$ cat config.mk
export PLATFORM = sky130hd
export DESIGN_NAME = bsr_ctrl
export DESIGN_NICKNAME = d
export VERILOG_FILES = /design/src/sv/bsr_pkg.sv /design/src/sv/bsr_ctrl.sv
export SDC_FILE = /design/constraint.sdc
export NUM_CORES = 1
export LEC_CHECK = 0
export ABC_AREA = 1
export BUFFER_PORTS_ARGS = -buffer_cell sky130_fd_sc_hd__clkbuf_2
export CAP_MARGIN = 5
export CORE_AREA = 2 2 39 41
export DETAILED_ROUTE_END_ITERATION = 12
export DIE_AREA = 0 0 41 43
export MAX_ROUTING_LAYER = met4
export PLACE_DENSITY = 0.75
export SYNTH_ARGS = -nofsm -noshare
export SYNTH_HDL_FRONTEND = slang
export SYNTH_SLANG_ARGS = --single-unit
$ cat constraint.sdc
create_clock -name clk -period 1.5 [get_ports clk]
set_input_delay 0.15 -clock clk [delete_from_list [all_inputs] [get_ports clk]]
set_output_delay 0.15 -clock clk [all_outputs]
set_load 0.02 [all_outputs]
$ cat src/sv/bsr_pkg.sv
`timescale 1ns / 1ps
// bsr_pkg: shared types, constants and the popcount function of the bit store
// used by bsr_ctrl, bsr_dp and bitset_with_zero_rank_top; depends on nothing

package bsr_pkg;

    localparam int WORD_BITS_DEF = 32;
    localparam int NUM_WORDS_DEF = 128;
    localparam int MAX_WORD_BITS = 64;
    localparam int INDEX_W = 12;
    localparam int LIMIT_W = 13;
    localparam int COUNT_W = 13;
    localparam int POP_W = 7;

    typedef enum logic [1:0] {
        CMD_SET   = 2'd0,
        CMD_CHECK = 2'd1,
        CMD_GAPS  = 2'd2,
        CMD_CLEAR = 2'd3
    } cmd_t;

    typedef enum logic [3:0] {
        ST_INIT,
        ST_IDLE,
        ST_DIV,
        ST_FIX,
        ST_READ,
        ST_MODIFY,
        ST_GAP_READ,
        ST_GAP_ACC,
        ST_CLEAR,
        ST_DONE
    } state_t;

    typedef struct packed {
        logic load_item;
        logic div_step;
        logic fix_step;
        logic read_word;
        logic modify_word;
        logic gap_read;
        logic gap_acc;
        logic clear_word;
        logic load_out;
    } dp_cmd_t;

    typedef struct packed {
        logic idx_err;
        logic lim_zero;
        logic gap_last;
        logic clear_last;
    } dp_status_t;

    function automatic logic [POP_W-1:0] popcount64(input logic [MAX_WORD_BITS-1:0] v);
        logic [1:0] s1 [32];
        logic [2:0] s2 [16];
        logic [3:0] s3 [8];
        logic [4:0] s4 [4];
        logic [5:0] s5 [2];
        for (int i = 0; i < 32; i++)
        begin
            s1[i] = {1'b0, v[2*i]} + {1'b0, v[2*i+1]};
        end
        for (int i = 0; i < 16; i++)
        begin
            s2[i] = {1'b0, s1[2*i]} + {1'b0, s1[2*i+1]};
        end
        for (int i = 0; i < 8; i++)
        begin
            s3[i] = {1'b0, s2[2*i]} + {1'b0, s2[2*i+1]};
        end
        for (int i = 0; i < 4; i++)
        begin
            s4[i] = {1'b0, s3[2*i]} + {1'b0, s3[2*i+1]};
        end
        for (int i = 0; i < 2; i++)
        begin
            s5[i] = {1'b0, s4[2*i]} + {1'b0, s4[2*i+1]};
        end
        return {1'b0, s5[0]} + {1'b0, s5[1]};
    endfunction

endpackage

$ cat src/sv/bsr_ctrl.sv
`timescale 1ns / 1ps
// bsr_ctrl: sequencer of the bit store, handshakes and datapath commands
// depends on bsr_pkg

module bsr_ctrl (
    input  logic                  clk,
    input  logic                  rst_n,
    input  logic                  in_valid,
    output logic                  in_stall,
    input  logic [1:0]            command,
    output logic                  out_valid,
    input  logic                  out_stall,
    output bsr_pkg::dp_cmd_t      dp_cmd,
    input  bsr_pkg::dp_status_t   dp_status
);

    bsr_pkg::state_t state_reg;
    bsr_pkg::state_t state_next;
    logic            out_valid_reg;
    logic            out_valid_next;
    logic            out_free;

    assign out_free  = !out_valid_reg || !out_stall;
    assign in_stall  = (state_reg != bsr_pkg::ST_IDLE);
    assign out_valid = out_valid_reg;

    always_ff @(posedge clk or negedge rst_n)
    begin
        if (!rst_n)
        begin
            state_reg     <= bsr_pkg::ST_INIT;
            out_valid_reg <= 1'b0;
        end
        else
        begin
            state_reg     <= state_next;
            out_valid_reg <= out_valid_next;
        end
    end

    always_comb
    begin
        state_next = state_reg;
        unique case (state_reg)
            bsr_pkg::ST_INIT:
            begin
                if (dp_status.clear_last)
                    state_next = bsr_pkg::ST_IDLE;
            end
            bsr_pkg::ST_IDLE:
            begin
                if (in_valid)
                begin
                    unique case (bsr_pkg::cmd_t'(command))
                        bsr_pkg::CMD_SET,
                        bsr_pkg::CMD_CHECK: state_next = bsr_pkg::ST_DIV;
                        bsr_pkg::CMD_GAPS:  state_next = bsr_pkg::ST_GAP_READ;
                        bsr_pkg::CMD_CLEAR: state_next = bsr_pkg::ST_CLEAR;
                    endcase
                end
            end
            bsr_pkg::ST_DIV:
            begin
                state_next = dp_status.idx_err ? bsr_pkg::ST_DONE : bsr_pkg::ST_FIX;
            end
            bsr_pkg::ST_FIX:    state_next = bsr_pkg::ST_READ;
            bsr_pkg::ST_READ:   state_next = bsr_pkg::ST_MODIFY;
            bsr_pkg::ST_MODIFY: state_next = bsr_pkg::ST_DONE;
            bsr_pkg::ST_GAP_READ:
            begin
                state_next = dp_status.lim_zero ? bsr_pkg::ST_DONE : bsr_pkg::ST_GAP_ACC;
            end
            bsr_pkg::ST_GAP_ACC:
            begin
                state_next = dp_status.gap_last ? bsr_pkg::ST_DONE : bsr_pkg::ST_GAP_READ;
            end
            bsr_pkg::ST_CLEAR:
            begin
                if (dp_status.clear_last)
                    state_next = bsr_pkg::ST_DONE;
            end
            bsr_pkg::ST_DONE:
            begin
                if (out_free)
                    state_next = bsr_pkg::ST_IDLE;
            end
            default: state_next = bsr_pkg::ST_INIT;
        endcase
    end

    always_comb
    begin
        dp_cmd         = '0;
        out_valid_next = out_valid_reg && out_stall;
        unique case (state_reg)
            bsr_pkg::ST_INIT:     dp_cmd.clear_word  = 1'b1;
            bsr_pkg::ST_IDLE:     dp_cmd.load_item   = in_valid;
            bsr_pkg::ST_DIV:      dp_cmd.div_step    = 1'b1;
            bsr_pkg::ST_FIX:      dp_cmd.fix_step    = 1'b1;
            bsr_pkg::ST_READ:     dp_cmd.read_word   = 1'b1;
            bsr_pkg::ST_MODIFY:   dp_cmd.modify_word = 1'b1;
            bsr_pkg::ST_GAP_READ: dp_cmd.gap_read    = 1'b1;
            bsr_pkg::ST_GAP_ACC:  dp_cmd.gap_acc     = 1'b1;
            bsr_pkg::ST_CLEAR:    dp_cmd.clear_word  = 1'b1;
            bsr_pkg::ST_DONE:
            begin
                dp_cmd.load_out = out_free;
                if (out_free)
                    out_valid_next = 1'b1;
            end
            default: dp_cmd = '0;
        endcase
    end

endmodule

## Word level (Yosys, flattened, before mapping)

Index checks and enable logic that the tools add are counted.

| storage, ports and cells | value |
|---|---|
| register bits | 5 |
| input port bits | 10 |
| output and inout port bits | 11 |
| word-level logic and storage cells | 48 |

| cells by class | value |
|---|---|
| equality and inequality tests | 17 |
| multiplexer cells | 20 |
| reduce and logical (&&, ||, !) cells | 9 |

Operator list:

| cell | number |
|---|---|
| $pmux W4 S10 | 1 |
| $mux W4 | 7 |
| $eq A4 B3 Y1 const B | 4 |
| $pmux W4 S3 | 1 |
| $mux W1 | 11 |
| $eq A4 B2 Y1 const B | 2 |
| $eq A4 B4 Y1 const B | 2 |
| $ne A2 B2 Y1 const B | 4 |
| $eq A2 B2 Y1 const B | 2 |
| $eq A4 B1 Y1 const B | 1 |
| $logic_not A4 Y1 | 1 |
| $ne A4 B1 Y1 const B | 1 |
| $reduce_and A4 Y1 | 1 |
| $reduce_or A2 Y1 | 2 |
| $eq A2 B1 Y1 const B | 1 |
| $logic_not A1 Y1 | 2 |
| $logic_not A2 Y1 | 1 |
| $logic_and A1 B1 Y1 | 1 |
| $logic_or A1 B1 Y1 | 1 |

## Longest topological paths before layout

| logic depth | value |
|---|---|
| depth after elaboration | 5 |
| gate-level depth with buffers | 9 |
| mapped depth without buffers | 9 |

## Least setup slack after synthesis

No wires, ideal clock.

| timing path | value |
|---|---|
| kind | flip-flop to flip-flop |
| start | register state_reg[3] |
| end | register state_reg[1] |
| setup time | 0.071 ns |
| data arrival time | 1.199 ns |
| data required time | 1.429 ns |
| path slack | 0.230 ns |
| cell stages (with the launch flop) | 8 |
| path buffers | 0 |
| period minus slack after synthesis | 1.270 ns |
| path through | dfrtp_1 -> inv_1 -> nand2_1 -> nor2_1 -> nand2_1 -> o21ai_2 -> nor2_1 -> nor2_1 |

| between the ends | value |
|---|---|
| cells in the longest elaborated chain, start to end | 3 |
| elaborated cells on any way between the ends | 16 |
| those cells by class | 13 x eq/ne; 1 x mux; 2 x reduce/logical |

Ends and longest elaborated chain:

| what | RTL line | RTL |
|---|---|---|
| start, declared | bsr_ctrl.sv:17 | `bsr_pkg::state_t state_reg;` |
| start signal, assigned | bsr_ctrl.sv:31 | `state_reg <= bsr_pkg::ST_INIT;` |
| start signal, assigned | bsr_ctrl.sv:36 | `state_reg <= state_next;` |
| $eq A4 B4 Y1 (tied with other cells) | bsr_ctrl.sv:44 | `unique case (state_reg)` |
| $ne A2 B2 Y1 (no line) | n/a |  |
| $reduce_and A4 Y1 (no line) | n/a |  |

Parallel ways exist; a longest one is shown, timed or not.
A chain may end at the register's enable or synchronous reset.

==> results by group <==
Logic synthesis
  • #FFs+latches synth: 5
  • Fraction of registers with async set or reset after synthesis: 100%
  • Mapped Area: 469 sq um
  • Netlist cell types: 16
  • Post-synth net total: 91
  • Mapped Avg Cell Area: 5.79 sq um
  • Synth Instances: 81
  • Yosys warning count: 0
  • Top_reg_cell synth: dfrtp_1
  • Post-synth EDFFs: 0
  • Sequential area share after synthesis: 26.7%

Route
  • Via/cell ratio: 4.54
  • Met2 wire len: 520 microns
  • Wire length on met1: 422 microns
  • Drt first pass iters: 4
  • Top Layer Used: met4
  • 1st-iter DRT viols: 13
  • Via count: 554
  • DRT antenna net count: 0
  • DRC Markers: 0
  • Detailed Route WL: 1.04 mm
  • WL/cell: 8.56 microns
  • Met3 WL: 70 microns

Clocking
  • CTS tree: yes
  • Worst-path clk slew: 40 ps
  • CTS Sinks: 5
  • Clock Latency Late Sink: 250 ps
  • Total CTS buffers: 3
  • Bufs on Longest Clock Path: 2
  • H-tree levels: 1
  • Post-CTS setup buffer count: 0
  • Root buf cell: clkbuf_4

Cells and area
  • Post-route insts no fill: 122
  • ANT cells: 0
  • Share of layout cells above drive strength 1: 35.8%
  • Area grow syn2layout: 34.9%
  • Net count, final: 117
  • Max reg flops: 4
  • Utilization after layout: 45.8%

Timing
  • Slew of the pin with the lowest slew margin: 235 ps
  • RSZ-0062 raised after global routing: true
  • Hold Slack: 131 ps
  • Setup violators final: 0
  • Slew HR: 84.2%
  • Setup ws final: 102 ps
  • Final period util: 93.2%
  • Final Hold Viols: 0
  • Clk_skew: 4.89 ps
  • Slew Viols, Final: 0
  • Fmax: 715 MHz
  • Final period demand of the worst path: 1400 ps

Worst setup path
  • Critical Path End Type: output pin
  • Bufs and invs on worst path: 2
  • Cell Chain, Critical Path: inv_1 > nor2_2 > nand2_1 > nor2_1 > clkbuf_2
  • CP max FO: 4
  • Crit start category: flip-flop
  • Critical path's top delay family: flip-flops
  • Largest stage delay, worst path: 420 ps
  • Crit path kind: flip-flop to output pin
  • Critical Path RT: 1350 ps
  • Slowest stage cell, crit path: dfrtp_2
  • CP arrival: 1250 ps

Global route
  • First-pass GRT wire length: 1.82 mm
  • GRT overflow: 0
  • Initial antenna violation count: 0
  • Vias in the first global route: 483
  • GRT Util Overall: 15.6%
  • Largest net degree at the start of global routing: 7

Place
  • Placed cell count: 117
  • Pre-CTS setup slack: 230 ps
  • DP HPWL: 900 microns
  • Gpl congestion: 0.803
  • Port bufs: 20

Power and ir drop
  • Leakage: 0.415 nW
  • Cell Pwr Density: 2010 nW/um^2
  • Sw Ratio: 54.9%
  • Int Power: 574 uW
  • Clock power share: 12.4%
  • P_sw: 698 uW
  • Total power: 1.27 mW
  • VDD IR max: 1.14 mV
  • Register share of total power: 22.5%
  • Comb power frac: 65.1%

Die
  • Floorplan core area: 1380 sq um
  • Initial Utilization: 33.9%
  • Die ar.: 1760 sq um
  • Num rows: 14
  • Ports: 21
  • Die width: 41 microns
  • Chip height: 43 microns

Hold path
  • Worst Hold Class: input pin to flip-flop

Flow run
  • Max-cap viol count: 0

Outcome
  • Outcome: finished, final reports clean
-- cells in the mapped netlist, types with 2 or more instances --
| master | number | area [sq um] |
|---|---|---|
| dfrtp_1 | 5 | 125 |
| inv_1 | 16 | 60.1 |
| inv_2 | 3 | 11.3 |
| nand2_1 | 22 | 82.6 |
| nand2_2 | 3 | 18.8 |
| nand3_1 | 4 | 20.0 |
| nor2_1 | 15 | 56.3 |
| nor2_2 | 3 | 18.8 |
| nor2_4 | 2 | 22.5 |
| o21ai_0 | 2 | 10.0 |
-- area by class of cell --
class | instances | area, sq um
repair buffers | 21 | 110
fillers | 145 | 751
well taps | 16 | 20.0
inverters | 19 | 71.3
flip-flops and latches | 5 | 128
multi-input cells | 57 | 278
clock buffers | 4 | 26.3
-- power by group through the flow --
stage          clock (mW)  combinational, mW  sequential [mW]
4_1_cts             0.165              0.829            0.276
3_3_place_gp            0              0.812            0.274
6_report            0.158              0.828            0.286
5_1_grt             0.174              0.943            0.297
2_1_floorplan           0              0.613            0.278
3_5_place_dp            0              0.823            0.278
-- path summary, 6_finish.rpt --
path / start / slack (ps) / depth (start not counted) / endpoint
worst min register to register: out_valid$_DFF_PN0_ / 500 / 2 / out_valid$_DFF_PN0_
min in group asynchronous: rst_n / 250 / 2 / state_reg[0]$_DFFE_PN0P_
worst min-delay path: out_stall / 130 / 3 / out_valid$_DFF_PN0_
max in group asynchronous: rst_n / 1100 / 2 / state_reg[2]$_DFFE_PN0P_
worst max-delay path: state_reg[3]$_DFFE_PN0P_ / 100 / 5 / dp_cmd[0]
worst max register to register: state_reg[0]$_DFFE_PN0P_ / 280 / 6 / state_reg[3]$_DFFE_PN0P_
-- stage by stage --
step | instance area [sq um] | setup TNS [ps]
finish | 633 | 0
global route | 633 | -19.7
CTS | 626 | 0
floorplan | 469 | 0
detailed placement | 589 | 0
global placement | 589 | 0
-- layer usage --
metal	up-vias	global-route usage [%]
li1	289	-
met1	243	19.7
met2	19	22.8
met3	3	1.57
met4	0	10.0
met5	-	-
-- cells by family (layout without fill, tap and decap cells) --
logic type / count (synthesis) / count (layout) / share of synthesized area [%]
DFF: 5 / 5 / 26.7
and+or+nand+nor: 53 / 53 / 53.1
AOI/OAI and AO/OA: 4 / 4 / 5.07
buffers and inverters: 19 / 44 / 15.2
-- cell usage in the layout, fill, tap and decap left out --
| cell | n |
|---|---|
| o21ai_0 | 2 |
| nand2_4 | 1 |
| clkbuf_2 | 20 |
| nor2_2 | 2 |
| dlygate4sd3_1 | 1 |
| nand2_1 | 22 |
| clkbuf_1 | 1 |
| dfrtp_2 | 2 |
| inv_1 | 16 |
| dfrtp_1 | 3 |
| clkbuf_4 | 3 |
| nor2_1 | 15 |
| inv_2 | 3 |
| nor2_4 | 3 |
| nand4_1 | 1 |
| a21oi_1 | 1 |
| nand3b_1 | 1 |
| nand3_1 | 4 |
| nand2_2 | 3 |
| nor3_1 | 1 |
| o21ai_2 | 1 |
-- repair_timing --
action	4_1_cts	5_1_grt
endpoints found under the setup margin	0	4
resized for setup	0	3
endpoints found under the hold margin	5	0
hold buffers	1	0
-- worst min-delay path, cell delays in order --
cell and delay [ps]:
clkbuf_2 70, nand2_1 50, nand2_1 60
(Power assumes the default switching activity.)
